**src/design/prp_pkg.sv**
```systemverilog
// Shared types and constants for the page replacement policy engine.
package prp_pkg;

	localparam logic [1:0] MODE_FIFO = 2'd0;
	localparam logic [1:0] MODE_LRU = 2'd1;
	localparam logic [1:0] MODE_LFU = 2'd2;

	localparam logic [1:0] REG_POLICY = 2'd0;
	localparam logic [1:0] REG_FRAMES = 2'd1;

	localparam int LRU_START = 10;

	typedef enum logic [2:0] {
		RANK_HOLD = 3'd0,
		RANK_SEED = 3'd1,
		RANK_AGE = 3'd2,
		RANK_INC = 3'd3,
		RANK_LOAD1 = 3'd4
	} rank_op_t;

	typedef struct packed {
		logic write;
		logic clear;
		rank_op_t rank_op;
		logic seed_lru;
	} cmd_t;

endpackage

```
**src/design/page_replacement_policy_engine.sv**
```systemverilog
// Top level of the page replacement policy engine: control, chain of frame cells, result register.
// The block takes one page reference per item on the input channel and returns one
// result item per reference on the output channel: hit flag, frame index, evicted page
// and the running fault count of the current string.
// Configuration writes (policy at index 0, frame count at index 1) arrive on their own
// channel, which is always ready, and must only be issued while no item is in flight.
// Writing the policy reseeds every rank counter for the new policy.
// An accepted item is held while a search token walks the frame cells, one cell per
// cycle, gathering the hit frame and the victim candidate. The decision state then picks the
// frame, updates the cells and loads the result register.
// An item therefore passes through the idle, scan and decision states before the next accept;
// the scan covers only the active frames, not the whole chain of cells.
// The result register lets the next item be accepted while a result waits; if the
// receiver stalls, the following item waits in its decision cycle until the register frees.
// Reset empties all frames, clears the pointer and fault count and selects FIFO with
// all frames active. After an item marked last in string, the same clearing happens.
module page_replacement_policy_engine #(
	parameter int FRAMES = 8,
	parameter int PAGE_BITS = 16,
	parameter int RANK_BITS = 16
) (
	input logic clk,
	input logic arst_n,
	input logic cfg_valid,
	output logic cfg_ready,
	input logic [1:0] cfg_index,
	input logic [3:0] cfg_data,
	input logic in_valid,
	output logic in_ready,
	input logic [PAGE_BITS-1:0] page_number,
	input logic last_in_string,
	output logic out_valid,
	input logic out_ready,
	output logic hit,
	output logic [2:0] frame_index,
	output logic evicted_valid,
	output logic [PAGE_BITS-1:0] evicted_page,
	output logic [31:0] fault_total,
	output logic string_done
);
	import prp_pkg::*;

	localparam int NW = $clog2(FRAMES + 1);
	localparam int IW = (FRAMES > 1) ? $clog2(FRAMES) : 1;
	localparam int XW = (NW > 4) ? NW : 4;
	localparam int KW = RANK_BITS + 1;

	typedef enum logic [2:0] {
		S_IDLE = 3'b001,
		S_SCAN = 3'b010,
		S_DECIDE = 3'b100
	} state_t;

	state_t state_q;
	logic [NW-1:0] cnt_q;
	logic [PAGE_BITS-1:0] page_q;
	logic done_q;
	logic [1:0] policy_q;
	logic [3:0] frames_q;
	logic [IW-1:0] ptr_q;
	logic [NW-1:0] last_q;
	logic [31:0] fault_q;

	logic out_valid_q;
	logic hit_q;
	logic [2:0] fidx_q;
	logic evv_q;
	logic [PAGE_BITS-1:0] evp_q;
	logic [31:0] ftot_q;
	logic sdone_q;

	logic match_tok [FRAMES+1];
	logic [IW-1:0] midx_tok [FRAMES+1];
	logic vset_tok [FRAMES+1];
	logic [IW-1:0] vidx_tok [FRAMES+1];
	logic [KW-1:0] vkey_tok [FRAMES+1];
	logic [PAGE_BITS-1:0] cell_page [FRAMES];
	logic cell_valid [FRAMES];

	logic [XW-1:0] fx;
	logic [NW-1:0] n_act;
	logic fire;
	logic cfg_fire;
	logic tok_match;
	logic [IW-1:0] idx;
	logic [IW-1:0] ptr_base;
	logic [NW-1:0] ptr_inc;
	logic [IW-1:0] ptr_next;
	logic ev_valid;
	logic [PAGE_BITS-1:0] ev_page;
	logic [31:0] fault_next;
	cmd_t cmd;

	assign cfg_ready = 1'b1;
	assign cfg_fire = cfg_valid;
	assign in_ready = (state_q == S_IDLE);
	assign fire = (state_q == S_DECIDE) && (!out_valid_q || out_ready);

	always_comb begin
		fx = XW'(frames_q);
		if (fx == '0) begin
			n_act = NW'(1);
		end else if (fx > XW'(FRAMES)) begin
			n_act = NW'(FRAMES);
		end else begin
			n_act = NW'(fx);
		end
	end

	assign match_tok[0] = 1'b0;
	assign midx_tok[0] = '0;
	assign vset_tok[0] = 1'b0;
	assign vidx_tok[0] = '0;
	assign vkey_tok[0] = '0;

	for (genvar g = 0; g < FRAMES; g++) begin : g_cell
		prp_cell #(
			.FRAMES(FRAMES),
			.PAGE_BITS(PAGE_BITS),
			.RANK_BITS(RANK_BITS),
			.IDX(g)
		) u_cell (
			.clk(clk),
			.arst_n(arst_n),
			.mode(policy_q),
			.last_touched(last_q),
			.n_act(n_act),
			.item_page(page_q),
			.cmd(cmd),
			.sel_idx(idx),
			.up_match(match_tok[g]),
			.up_match_idx(midx_tok[g]),
			.up_vic_set(vset_tok[g]),
			.up_vic_idx(vidx_tok[g]),
			.up_vic_key(vkey_tok[g]),
			.down_match(match_tok[g+1]),
			.down_match_idx(midx_tok[g+1]),
			.down_vic_set(vset_tok[g+1]),
			.down_vic_idx(vidx_tok[g+1]),
			.down_vic_key(vkey_tok[g+1]),
			.cell_page(cell_page[g]),
			.cell_valid(cell_valid[g])
		);
	end

	always_comb begin
		tok_match = match_tok[n_act];
		ptr_base = (NW'(ptr_q) >= n_act) ? '0 : ptr_q;
		ptr_inc = NW'(ptr_base) + NW'(1);
		ptr_next = (ptr_inc < n_act) ? ptr_inc[IW-1:0] : '0;
		if (tok_match) begin
			idx = midx_tok[n_act];
		end else if (policy_q == MODE_FIFO) begin
			idx = ptr_base;
		end else if (policy_q == MODE_LRU) begin
			idx = vidx_tok[n_act];
		end else begin
			idx = vset_tok[n_act] ? vidx_tok[n_act] : '0;
		end
		ev_valid = !tok_match && cell_valid[idx];
		ev_page = ev_valid ? cell_page[idx] : '0;
		if (tok_match || (fault_q == '1)) begin
			fault_next = fault_q;
		end else begin
			fault_next = fault_q + 32'd1;
		end
	end

	always_comb begin
		cmd = '{write: 1'b0, clear: 1'b0, rank_op: RANK_HOLD, seed_lru: 1'b0};
		if (fire) begin
			if (done_q) begin
				cmd.clear = 1'b1;
				cmd.rank_op = RANK_SEED;
				cmd.seed_lru = (policy_q == MODE_LRU);
			end else begin
				cmd.write = !tok_match;
				if (policy_q == MODE_LRU) begin
					cmd.rank_op = RANK_AGE;
				end else if (policy_q == MODE_FIFO) begin
					cmd.rank_op = RANK_HOLD;
				end else begin
					cmd.rank_op = tok_match ? RANK_INC : RANK_LOAD1;
				end
			end
		end else if (cfg_fire && (cfg_index == REG_POLICY)) begin
			cmd.rank_op = RANK_SEED;
			cmd.seed_lru = (cfg_data[1:0] == MODE_LRU);
		end
	end

	always_ff @(posedge clk) begin
		if (in_valid && in_ready) begin
			page_q <= page_number;
			done_q <= last_in_string;
		end
		if (fire) begin
			hit_q <= tok_match;
			fidx_q <= 3'(idx);
			evv_q <= ev_valid;
			evp_q <= ev_page;
			ftot_q <= fault_next;
			sdone_q <= done_q;
		end
	end

	always_ff @(posedge clk or negedge arst_n) begin
		if (!arst_n) begin
			state_q <= S_IDLE;
			cnt_q <= '0;
			policy_q <= MODE_FIFO;
			frames_q <= 4'd8;
			ptr_q <= '0;
			last_q <= NW'(FRAMES);
			fault_q <= '0;
			out_valid_q <= 1'b0;
		end else begin
			if (cfg_fire) begin
				if (cfg_index == REG_POLICY) begin
					policy_q <= cfg_data[1:0];
				end else if (cfg_index == REG_FRAMES) begin
					frames_q <= cfg_data;
				end
			end
			unique case (state_q)
				S_IDLE: begin
					if (in_valid) begin
						cnt_q <= n_act - NW'(1);
						state_q <= S_SCAN;
					end
				end
				S_SCAN: begin
					if (cnt_q == '0) begin
						state_q <= S_DECIDE;
					end else begin
						cnt_q <= cnt_q - NW'(1);
					end
				end
				S_DECIDE: begin
					if (fire) begin
						state_q <= S_IDLE;
					end
				end
				default: begin
					state_q <= S_IDLE;
				end
			endcase
			if (fire) begin
				out_valid_q <= 1'b1;
				if (done_q) begin
					ptr_q <= '0;
					last_q <= NW'(FRAMES);
					fault_q <= '0;
				end else begin
					if (!tok_match && (policy_q == MODE_FIFO)) begin
						ptr_q <= ptr_next;
					end
					last_q <= NW'(idx);
					fault_q <= fault_next;
				end
			end else if (out_ready) begin
				out_valid_q <= 1'b0;
			end
		end
	end

	assign out_valid = out_valid_q;
	assign hit = hit_q;
	assign frame_index = fidx_q;
	assign evicted_valid = evv_q;
	assign evicted_page = evp_q;
	assign fault_total = ftot_q;
	assign string_done = sdone_q;

	a_hit_no_evict: assert property (@(posedge clk) disable iff (!arst_n)
		out_valid_q |-> !(hit_q && evv_q))
		else $error("result shows both a hit and an eviction");

	a_string_clears: assert property (@(posedge clk) disable iff (!arst_n)
		(fire && done_q) |=> (fault_q == '0) && (last_q == NW'(FRAMES)))
		else $error("string state not cleared after the last item");

	a_hit_keeps_faults: assert property (@(posedge clk) disable iff (!arst_n)
		(fire && tok_match && !done_q) |=> $stable(fault_q))
		else $error("fault count changed on a hit");

	a_last_in_range: assert property (@(posedge clk) disable iff (!arst_n)
		last_q <= NW'(FRAMES))
		else $error("last touched frame out of range");

endmodule

```
**src/design/prp_cell.sv**
```systemverilog
// One frame cell: page, valid bit and rank counter, plus one stage of the hit and victim search chain.
module prp_cell #(
	parameter int FRAMES = 8,
	parameter int PAGE_BITS = 16,
	parameter int RANK_BITS = 16,
	parameter int IDX = 0,
	localparam int NW = $clog2(FRAMES + 1),
	localparam int IW = (FRAMES > 1) ? $clog2(FRAMES) : 1,
	localparam int KW = RANK_BITS + 1
) (
	input logic clk,
	input logic arst_n,
	input logic [1:0] mode,
	input logic [NW-1:0] last_touched,
	input logic [NW-1:0] n_act,
	input logic [PAGE_BITS-1:0] item_page,
	input prp_pkg::cmd_t cmd,
	input logic [IW-1:0] sel_idx,
	input logic up_match,
	input logic [IW-1:0] up_match_idx,
	input logic up_vic_set,
	input logic [IW-1:0] up_vic_idx,
	input logic [KW-1:0] up_vic_key,
	output logic down_match,
	output logic [IW-1:0] down_match_idx,
	output logic down_vic_set,
	output logic [IW-1:0] down_vic_idx,
	output logic [KW-1:0] down_vic_key,
	output logic [PAGE_BITS-1:0] cell_page,
	output logic cell_valid
);
	import prp_pkg::*;

	localparam logic [IW-1:0] MY_IDX = IW'(IDX);
	localparam logic [NW-1:0] MY_POS = NW'(IDX);
	localparam logic [RANK_BITS-1:0] RANK_MAX = '1;

	logic [PAGE_BITS-1:0] page_q;
	logic valid_q;
	logic [RANK_BITS-1:0] rank_q;
	logic match_q;
	logic [IW-1:0] match_idx_q;
	logic vic_set_q;
	logic [IW-1:0] vic_idx_q;
	logic [KW-1:0] vic_key_q;

	logic here;
	logic [KW-1:0] key;
	logic take;
	logic is_sel;
	logic active;
	logic [RANK_BITS-1:0] rank_inc;

	always_comb begin
		here = valid_q && (page_q == item_page);
		if (mode == MODE_LRU) begin
			key = {1'b0, rank_q};
			take = !up_vic_set || (key > up_vic_key);
		end else begin
			key = valid_q ? (KW'(rank_q) + KW'(1)) : '0;
			take = (MY_POS != last_touched) && (!up_vic_set || (key < up_vic_key));
		end
		is_sel = (sel_idx == MY_IDX);
		active = (MY_POS < n_act);
		rank_inc = (rank_q == RANK_MAX) ? rank_q : rank_q + RANK_BITS'(1);
	end

	always_ff @(posedge clk) begin
		match_q <= up_match || here;
		match_idx_q <= up_match ? up_match_idx : MY_IDX;
		vic_set_q <= up_vic_set || take;
		vic_idx_q <= take ? MY_IDX : up_vic_idx;
		vic_key_q <= take ? key : up_vic_key;
		if (cmd.write && is_sel) begin
			page_q <= item_page;
		end
	end

	always_ff @(posedge clk or negedge arst_n) begin
		if (!arst_n) begin
			valid_q <= 1'b0;
			rank_q <= '0;
		end else begin
			if (cmd.clear) begin
				valid_q <= 1'b0;
			end else if (cmd.write && is_sel) begin
				valid_q <= 1'b1;
			end
			unique case (cmd.rank_op)
				RANK_HOLD: begin
				end
				RANK_SEED: begin
					rank_q <= cmd.seed_lru ? RANK_BITS'(LRU_START) : '0;
				end
				RANK_AGE: begin
					if (active) begin
						rank_q <= is_sel ? '0 : rank_inc;
					end
				end
				RANK_INC: begin
					if (is_sel) begin
						rank_q <= rank_inc;
					end
				end
				RANK_LOAD1: begin
					if (is_sel) begin
						rank_q <= RANK_BITS'(1);
					end
				end
				default: begin
				end
			endcase
		end
	end

	assign down_match = match_q;
	assign down_match_idx = match_idx_q;
	assign down_vic_set = vic_set_q;
	assign down_vic_idx = vic_idx_q;
	assign down_vic_key = vic_key_q;
	assign cell_page = page_q;
	assign cell_valid = valid_q;

endmodule

```
**config.mk**
```make
export PLATFORM = sky130hd
export DESIGN_NAME = page_replacement_policy_engine
export DESIGN_NICKNAME = d
export VERILOG_FILES = /design/src/design/prp_pkg.sv /design/src/design/page_replacement_policy_engine.sv /design/src/design/prp_cell.sv
export SDC_FILE = /design/constraint.sdc
export NUM_CORES = 1
export LEC_CHECK = 0
export BUFFER_PORTS_ARGS = -buffer_cell sky130_fd_sc_hd__buf_2
export CORE_AREA = 2 2 227 341
export DETAILED_ROUTE_END_ITERATION = 12
export DIE_AREA = 0 0 229 343
export SYNTH_ARGS = -nofsm -noshare
export SYNTH_HDL_FRONTEND = slang
export SYNTH_SLANG_ARGS = --single-unit
```
**constraint.sdc**
```tcl
create_clock -name clk -period 5.4 [get_ports clk]
set_clock_uncertainty 0.05 [all_clocks]
set_input_delay 0.54 -clock clk [delete_from_list [all_inputs] [get_ports clk]]
set_output_delay 0.54 -clock clk [all_outputs]
set_load 0.02 [all_outputs]
```
==> results of run 1 <==
==> state kept, by name, indices dropped and copies added, names as in the netlist, 4 cells and up <==
register	cells
cnt_q	4
evicted_page	16
fault_q	32
fault_total	32
frames_q	4
g_cell.u_cell.cell_page	128
g_cell.u_cell.cell_valid	8
g_cell.u_cell.down_match	8
g_cell.u_cell.down_match_idx	17
g_cell.u_cell.down_vic_idx	17
g_cell.u_cell.down_vic_key	119
g_cell.u_cell.down_vic_set	8
g_cell.u_cell.rank_q	128
last_q	4
page_q	16
==> critical path, delay by kind of cell, from the launching register on <==
| family | cells | cell delay (ns) |
|---|---|---|
| flip-flops | 1 | 0.46 |
| buffers and inverters | 2 | 0.50 |
| XOR/XNOR | 1 | 0.19 |
| adder cells (fa/ha/maj) | 2 | 0.56 |
| AND/OR/NAND/NOR | 8 | 1.65 |
| AO/OA/AOI/OAI | 6 | 1.34 |
==> report_power, final <==
group / total (mW) / internal [mW] / switching (mW)
registers: 5.07 / 4.71 / 0.364
clock network: 4.06 / 2.27 / 1.80
logic: 3.59 / 1.32 / 2.27
total: 12.7 / 8.30 / 4.43
==> final cells by class <==
| class | count | area (um^2) |
|---|---|---|
| fill | 7254 | 38400 |
| multi-input combinational | 2707 | 18100 |
| sequential | 557 | 14100 |
| clock buffer | 76 | 1580 |
| tap | 1008 | 1260 |
| timing repair buffer | 178 | 1210 |
| inverter | 185 | 694 |
| clock inverter | 30 | 349 |
==> routing by layer <==
metal  vias up  GRT usage (%)  share of wire [%]
met5         -              0              0.010
met4         2           9.48                3.8
met3       204           2.61                4.5
met2       795           44.5                 51
met1     13100           28.6                 40
li1      13300              -                  -
==> metrics by stage <==
step / hold slack [ns] / instances / worst slack (ns) / instance area [um^2]
global route: 0.0445 / 4741 / 0.137 / 37300
finish: 0.0628 / 4741 / 0.563 / 37300
CTS: 0.0331 / 4741 / 0.605 / 37300
floorplan: 0.194 / 3682 / 1.14 / 33800
detailed placement: 0.376 / 4617 / 0.635 / 35200
global placement: 0.379 / 4617 / 0.764 / 35200
==> final timing paths <==
kind	startpoint	to	slack [ns]
min reg2reg	g_cell[1].u_cell.down_match	g_cell[2].u_cell.down_match_idx[1]	0.39
max	g_cell[3].u_cell.rank_q[0]	g_cell[3].u_cell.down_vic_key[7]	0.56
min	cfg_data[1]	frames_q[1]	0.06
min in group asynchronous	arst_n	g_cell[4].u_cell.rank_q[7]	0.45
max in group asynchronous	arst_n	fault_q[10]	3.72
max reg2reg	g_cell[3].u_cell.rank_q[0]	g_cell[3].u_cell.down_vic_key[7]	0.56
==> cell usage in the layout (no fill, tap or decap), types with 83 or more instances in the layout <==
cell type,netlist,layout
a21oi_1,335,333
nand2_1,324,324
nor2_1,281,276
ha_1,244,244
edfxtp_1,199,199
o21ai_0,187,187
dfrtp_1,186,186
inv_1,179,179
dfxtp_1,169,169
xnor2_1,167,167
nand3_1,144,144
mux2i_1,98,98
xor2_1,93,93
nor3_1,84,83
==> cell families (layout without fill, tap and decap cells) <==
logic type	Yosys count	in the layout	synth area share, %
multiplexers	135	135	4.21
XOR/XNOR	260	260	6.74
flip-flops	557	557	41.7
buffers and inverters	418	469	4.92
other	1	1	0.0111
AO/OA/AOI/OAI	922	922	17.3
AND/OR/NAND/NOR	1145	1145	16.1
adder cells (fa/ha/maj)	244	244	9.03
==> Yosys cell counts (all sizes together), types with 9 or more instances <==
library cell | count | share of area [%]
mux2 | 34 | 1.1
a221o | 18 | 0.53
a32oi | 19 | 0.49
or3 | 14 | 0.26
nor4 | 22 | 0.45
inv | 181 | 2.0
nand2 | 324 | 3.6
xor2 | 93 | 2.4
a22oi | 19 | 0.44
ha | 244 | 9.0
nor2b | 29 | 0.54
dfxtp | 169 | 10
clkbuf | 159 | 1.8
and2 | 21 | 0.39
a21o | 62 | 1.4
dfrtp | 186 | 14
o21ai | 190 | 2.8
edfxtp | 199 | 18
and3 | 75 | 1.4
a211oi | 17 | 0.41
a41oi | 10 | 0.30
o21a | 15 | 0.33
buf | 74 | 1.1
o22ai | 37 | 0.68
o22a | 20 | 0.52
xnor2 | 167 | 4.3
nor2 | 286 | 3.2
a32o | 9 | 0.27
or2 | 14 | 0.26
a31oi | 47 | 0.91
nand2b | 32 | 0.59
mux2i | 99 | 2.9
and4 | 13 | 0.34
a21oi | 337 | 5.0
nand4 | 62 | 1.1
o31ai | 21 | 0.47
nand3 | 144 | 2.1
nor3 | 85 | 1.3
a22o | 23 | 0.60
==> flow_summary.toml, run 1 <==
[synth]
synthArstFlopShare_pct = 33.9
synth_cells = 3682
synth_cell_type_count = 91
yosys_warnings = 0
synth_edf_count = 199
ys_seq_area_share_pct = 41.7
ys_ff_latch = 557
synth_ff_type = "edfxtp_1"
avgSynthCellArea_um2 = 9.18
syn_nets = 3954
synth_area_mm2 = 0.0338

[place]
portBuffers = 83
dpl.hpwl_mm = 68.5
routabilityCongestion = 0.894

[worst_setup_path]
ff2ff_path_depth = 19
worst-setup-path-type = "flop to flop"
cp_max_fo = 13
worst_path_largest_cell_delay_ns = 0.55
slowest_stage = "a22oi_1"
path_cells = "ha_1 > and3_1 > and3_1 > nand2_1 > nor2_1 > and3_1 > nand3_1 > xnor2_1 > nor2_1 > ha_1 > a21o_1 > a211oi_1 > o32a_1 > o21ai_0 > buf_4 > a22oi_1 > buf_4 > nor2_1 > a31oi_1"
cp.required_ns = 5.93
endpoint_kind = "flop"
cp-start-kind = "flop"
crit_arrival_ns = 5.37

[cts]
hold_buffers = 18
clock_tree.root_cell = "clkbuf_16"
clock-sinks = 557
post_cts_resized = 0
numCtsBuffers = 56
cts.path.max_buffers = 3
clock_latency_ns = 0.69
htree_levels = 2
clk_pin_slew_ns = 0.06
cts_tree = "done"
cts_setup_buffers = 0

[power_and_ir_drop]
vdd_drop_max_v = 0.000272
leakagePower_nw = 15.3
power_mw = 12.7
pwr_density_cell_mw_per_mm2 = 341

[timing]
relSlewSlack_pct = 24.4
final_max_slew_viol_count = 0
fin_setup_tns_ns = 0
finalHoldViolations = 0
fin_crit_ns = 4.84
setup_viol = 0
post-route-period-util_pct = 89.6
rsz0062_at_grt = "false"
worst_pin_slew_ns = 1.13
max_freq_mhz = 207

[routing]
via_per_inst = 5.77
routed_wl_mm = 95.8
post_drt_wl_per_cell_um = 20.2
dr.first_iter.drc_count = 1810
dr.pass1.iters = 5
ant_nets = 0
vias = 27400
drc = 0

[outcome]
outcome = "complete, no violations"

[run]
cap_viol_max_count = 0

[cells_and_area]
final_util_pct = 49.3
antenna_cells = 0
area_growth_pct = 10.4
final_nets = 3957
drive_gt1_share_pct = 9.40

[global_route]
grt_pass1_wl_mm = 151
grt_max_degree = 79
overflow = 0
antenna_found_initial = 1
grt.total_usage_pct = 24.1
grt_pass1_vias = 27000

[floorplan]
die_w_um = 229
start_util_pct = 44.6
die_area_mm2 = 0.0785
io_pins = 85
fp-row-count = 124
core_area_mm2 = 0.0757
die_height_um = 343

[hold_path]
whs_path_depth = 2
hold_path.class = "primary input to flop"
Power figures use the tool's default switching activity.
==> run 2: changes to the inputs <==
--- a/config.mk
+++ b/config.mk
@@ -6,9 +6,11 @@
 export NUM_CORES = 1
 export LEC_CHECK = 0
 export BUFFER_PORTS_ARGS = -buffer_cell sky130_fd_sc_hd__buf_2
-export CORE_AREA = 2 2 227 341
+export CAP_MARGIN = 20
+export CORE_AREA = 2 2 239 358
 export DETAILED_ROUTE_END_ITERATION = 12
-export DIE_AREA = 0 0 229 343
+export DIE_AREA = 0 0 241 360
 export SYNTH_ARGS = -nofsm -noshare
 export SYNTH_HDL_FRONTEND = slang
+export SYNTH_HIERARCHICAL = 1
 export SYNTH_SLANG_ARGS = --single-unit
==> run 2 against run 1 <==
Against the previous run: sequential cell count grew 14; first-iteration DRC count grew 0.55%; worst hold slack gained 0.0070 ns; wire length grew 15%; critical path depth shrank 4; cell area grew 8.3%; clock power grew 3%; sequential share of layout area shrank 2.2 points; global-route usage grew 1.2 points; sequential power grew 10%; critical endpoint is now g_cell[0].u_cell/rank_q[11].
==> flow_summary.toml, run 2 <==
[global_route]
grt_max_degree = 99
overflow = 0
grt.total_usage_pct = 25.4
grt_pass1_wl_mm = 171
grt_pass1_vias = 29300
antenna_found_initial = 2

[cells_and_area]
final_nets = 4204
fill_cells = 8057
multi_input_area_mm2 = 0.0206
area_growth_pct = 10.5
post_layout_nonfiller_instances = 5075
final_common_cell = "nor2_1"
drive_gt1_share_pct = 11.8
seqCellArea_mm2 = 0.0144
fin_area_mm2 = 0.0404
final_cell_mix = "nor2_1, ha_1, inv_1, xnor2_1, nand2_1"

[run]
cap_viol_max_count = 0

[worst_setup_path]
cp.buffers_inverters = 3
endpoint_kind = "flop"
cp_max_fo = 17
critical-path-top-delay-family = "simple AND/OR/NAND/NOR gates"
worst_path_largest_cell_delay_ns = 0.71
cp.required_ns = 5.86
worstReg2RegStart = "frames_q[3]"
path_cells = "nand2b_1 > inv_2 > a32oi_1 > and3_1 > inv_2 > o21ai_1 > o21a_1 > inv_1 > or3_1 > and3_1 > o32a_1 > nor2_1 > nand2_1 > xor2_1 > nor2_1"
slowest_stage = "dfstp_2"
worst-setup-path-type = "flop to flop"
cp-start-kind = "flop"
crit_arrival_ns = 5.38
critPathLaunch = "frames_q[3]"

[routing]
dr.first_iter.drc_count = 1820
post_drt_wl_per_cell_um = 21.7
drc = 0
dr.pass1.iters = 6
via_per_inst = 5.71
ant_nets = 0
routed_wl_mm = 110
vias = 29000

[power_and_ir_drop]
p_comb_share_pct = 31.5
leakagePower_nw = 16.3
intPower_mw = 9.12
p_clk_share_pct = 29.3
pwr-share-seq_pct = 39.1
p_sw_mw = 5.18
pwr_density_cell_mw_per_mm2 = 354
sw_frac_of_total_pct = 36.2
vdd_drop_max_v = 0.000273

[cts]
post_cts_resized = 0
cts_setup_buffers = 0
cts.path.max_buffers = 3
clk_pin_slew_ns = 0.07
numCtsBuffers = 57
cts_tree = "done"
clock-sinks = 571
hold_buffers = 17
clock_tree.root_cell = "clkbuf_16"
clock_latency_ns = 0.67
htree_levels = 2

[synth]
synth_cells = 3795
avgSynthCellArea_um2 = 9.64
yosys_warnings = 6
synth_area_mm2 = 0.0366

[timing]
worst_pin_slew_ns = 1.14
finalHoldViolations = 0
fin_setup_tns_ns = 0
setup_viol = 0
rsz0062_at_grt = "false"
fin_crit_ns = 4.93
max_freq_mhz = 203
post-route-period-util_pct = 91.3
final_max_slew_viol_count = 0
relSlewSlack_pct = 23.0

[floorplan]
start_util_pct = 43.7
io_pins = 85
die_height_um = 360
fp-row-count = 130
die_area_mm2 = 0.0868
core_area_mm2 = 0.0836
die_w_um = 241

[place]
placedInstanceArea_mm2 = 0.0383
dp.cells = 4949
portBuffers = 83
dpl.hpwl_mm = 83.4
routabilityCongestion = 0.941

[outcome]
outcome = "complete, no violations"

[hold_path]
hp-start = "last_in_string"
hold_path.class = "primary input to flop"
[run 2: through the flow]
stage	total power [mW]	hold slack, ns	utilization [%]	setup slack (ns)
after floorplan	8.65	0.194	-	0.688
after global placement	10.1	0.367	45.8	0.687
after detailed placement	10.1	0.375	45.8	0.582
after CTS	14.4	0.0342	48.3	0.523
after global routing	15.0	0.0426	48.3	0.135
final	14.3	0.0699	48.3	0.472
[run 2: final cells by class]
cell class | instances | area share, %
multi-input cells | 2843 | 50.9
flip-flops and latches | 571 | 35.6
clock buffers | 76 | 3.88
well taps | 1122 | 3.47
repair buffers | 166 | 2.73
inverters | 264 | 2.46
clock inverters | 32 | 0.972
diodes | 1 | 0.00619
[run 2: power by group through the flow]
stage               Combinational, mW  Clock, mW  Sequential [mW]
floorplan                        3.29          0             5.37
global placement                 4.44          0             5.67
detailed placement               4.46          0             5.67
CTS                              4.50       4.29             5.59
global route                     4.95       4.45             5.63
finish                           4.51       4.20             5.60
[run 2: worst paths after layout]
check,to,slack [ns],cells past startpoint
max reg2reg,g_cell[0].u_cell/rank_q[11],0.47,15
max in group asynchronous,fault_q[5],3.49,3
min reg2reg,g_cell[5].u_cell/down_match_idx[2],0.39,1
min in group asynchronous,g_cell[5].u_cell/rank_q[10],0.36,2
min,done_q,0.07,1
max,g_cell[0].u_cell/rank_q[11],0.47,15
[run 2: per-layer routing]
metal | wire length (um) | vias up | track usage (%) | share of wire, %
li1 | - | 14000 | - | -
met1 | 43100 | 14100 | 28.9 | 39
met2 | 56900 | 665 | 46.1 | 52
met3 | 3420 | 257 | 2.18 | 3.1
met4 | 6610 | 0 | 13.8 | 6.0
met5 | 0 | - | 0 | 0
==> run 3: changes to the inputs <==
==> constraint.sdc (replaced) <==
create_clock -name clk -period 4.8 [get_ports clk]
set_clock_uncertainty 0.05 [all_clocks]
set_input_delay 0.48 -clock clk [delete_from_list [all_inputs] [get_ports clk]]
set_output_delay 0.48 -clock clk [all_outputs]
set_load 0.02 [all_outputs]
==> run 3 against run 2 <==
Against the previous run: sequential share of layout area decreased by 0.26 points; wire length fell by 0.35%; setup slack worse by 0.32 ns.
==> flow_summary.toml, run 3 (synthesis results as in run 2) <==
[outcome]
outcome = "complete, no violations"

[power_and_ir_drop]
p_comb_share_pct = 31.9
vdd_drop_max_v = 0.000290
leakagePower_nw = 16.5
pwr_density_cell_mw_per_mm2 = 401
sw_frac_of_total_pct = 35.9
pwr-share-seq_pct = 38.2
p_clk_share_pct = 29.9
power_mw = 16.3
intPower_mw = 10.5
p_sw_mw = 5.87

[floorplan]
core_area_mm2 = 0.0836
die_area_mm2 = 0.0868
start_util_pct = 43.7
fp-row-count = 130
die_height_um = 360
die_w_um = 241
io_pins = 85

[cells_and_area]
drive_gt1_share_pct = 12.5
fill_cells = 7946
final_cell_mix = "nor2_1, ha_1, inv_1, xnor2_1, nand2_1"
area_growth_pct = 11.3
final_common_cell = "nor2_1"
fin_area_mm2 = 0.0407
post_layout_nonfiller_instances = 5095
antenna_cells = 0
final_nets = 4224

[worst_setup_path]
worst_path_largest_cell_delay_ns = 0.46
cp-start-kind = "flop"
cp_max_fo = 10
worst-setup-path-type = "flop to flop"
endpoint_kind = "flop"
crit_arrival_ns = 5.09
cp.required_ns = 5.24
path_cells = "ha_1 > nand3_1 > nor2_4 > nand4_1 > nor2_1 > xnor2_1 > and2_1 > ha_1 > a21oi_1 > a21oi_1 > o21ai_0 > nand2_2 > or3_4 > o32a_1 > o22ai_1"
slowest_stage = "dfrtp_1"

[run]
cap_viol_max_count = 0

[global_route]
antenna_found_initial = 2
overflow = 0
grt.total_usage_pct = 25.2
grt_pass1_wl_mm = 170
grt_max_degree = 114
grt_pass1_vias = 29400

[timing]
rsz0062_at_grt = "false"
worst_hold_slack_ns = 0.0409
fin_setup_tns_ns = 0
finalHoldViolations = 0
worst_pin_slew_ns = 1.06
max_freq_mhz = 215
relSlewSlack_pct = 29.2
fin_crit_ns = 4.64
final_max_slew_viol_count = 0
setup_viol = 0
post-route-period-util_pct = 96.7

[routing]
via_per_inst = 5.76
dr.first_iter.drc_count = 1865
routed_wl_mm = 110
ant_nets = 0
drc = 0
post_drt_wl_per_cell_um = 21.5
dr.pass1.iters = 5
vias = 29300

[place]
dpl.hpwl_mm = 83.2
routabilityCongestion = 0.945
placedInstanceArea_mm2 = 0.0384
portBuffers = 83
dp.cells = 4966

[cts]
cts_tree = "done"
clock-sinks = 571
htree_levels = 2
clock_latency_ns = 0.67
cts_setup_buffers = 0
numCtsBuffers = 58
clock_tree.root_cell = "clkbuf_16"
cts.path.max_buffers = 3
clk_pin_slew_ns = 0.07

[hold_path]
hold_path.class = "primary input to flop"
## run 3: what timing repair did
item                                   CTS  global route
pin swaps                                0             0
setup endpoints to repair                3            18
hold buffers                            18             0
endpoints found under the hold margin   93             0
gates cloned                             0             0
resized for setup                        2             5
## run 3: critical path: cells and delay by family (launching register included)
kind            cells  cell delay, ns
xor+xnor            1            0.11
flops               1            0.46
fa+ha+maj           2            0.58
simple gates        7            2.02
compound gates      5            1.24
## run 3: cell type report
type	count	area [um^2]	share of cell area, %
Multi-Input combinational cell	2843	20600	50.6
Sequential cell	571	14400	35.3
Clock buffer	87	1790	4.41
Tap cell	1122	1400	3.45
Timing Repair Buffer	185	1260	3.09
Inverter	264	992	2.44
Clock inverter	23	285	0.701
## run 3: per-stage QoR
| step | util, % | setup WS [ns] |
|---|---|---|
| floorplan | - | 0.0881 |
| global placement | 45.9 | -0.101 |
| detailed placement | 45.9 | -0.0162 |
| CTS | 48.7 | 0.0876 |
| global route | 48.7 | 0.0473 |
| finish | 48.7 | 0.156 |
## run 3: per-layer routing
layer / wire length [um] / global-route usage, % / up-vias / part of all wire (%)
met5: 30 / 0 / - / 0.027
met4: 7730 / 15.8 / 4 / 7.0
met3: 4240 / 2.88 / 282 / 3.9
met2: 56100 / 45.5 / 780 / 51
met1: 41500 / 27.8 / 14200 / 38
li1: - / - / 14100 / -
## run 3: path summary, 6_finish.rpt
kind	slack, ns	start	cells past startpoint	endpoint
setup / recovery	0.16	g_cell[1].u_cell/rank_q[1]	15	g_cell[1].u_cell/down_vic_key[13]
hold / removal	0.04	cfg_data[3]	2	frames_q[3]
setup reg to reg	0.16	g_cell[1].u_cell/rank_q[1]	15	g_cell[1].u_cell/down_vic_key[13]
hold reg to reg	0.38	g_cell[1].u_cell/down_match_idx[2]	1	g_cell[2].u_cell/down_match_idx[2]
max in group asynchronous	3.09	arst_n	3	g_cell[2].u_cell/rank_q[13]
min in group asynchronous	0.37	arst_n	2	g_cell[5].u_cell/rank_q[12]
## run 3: power groups by stage
stage / Combinational (mW) / Clock [mW] / Sequential (mW)
after global routing: 5.65 / 5.18 / 6.29
final: 5.21 / 4.88 / 6.24
after detailed placement: 5.13 / 0 / 6.33
after floorplan: 3.70 / 0 / 6.04
after global placement: 5.10 / 0 / 6.32
after CTS: 5.18 / 4.98 / 6.23
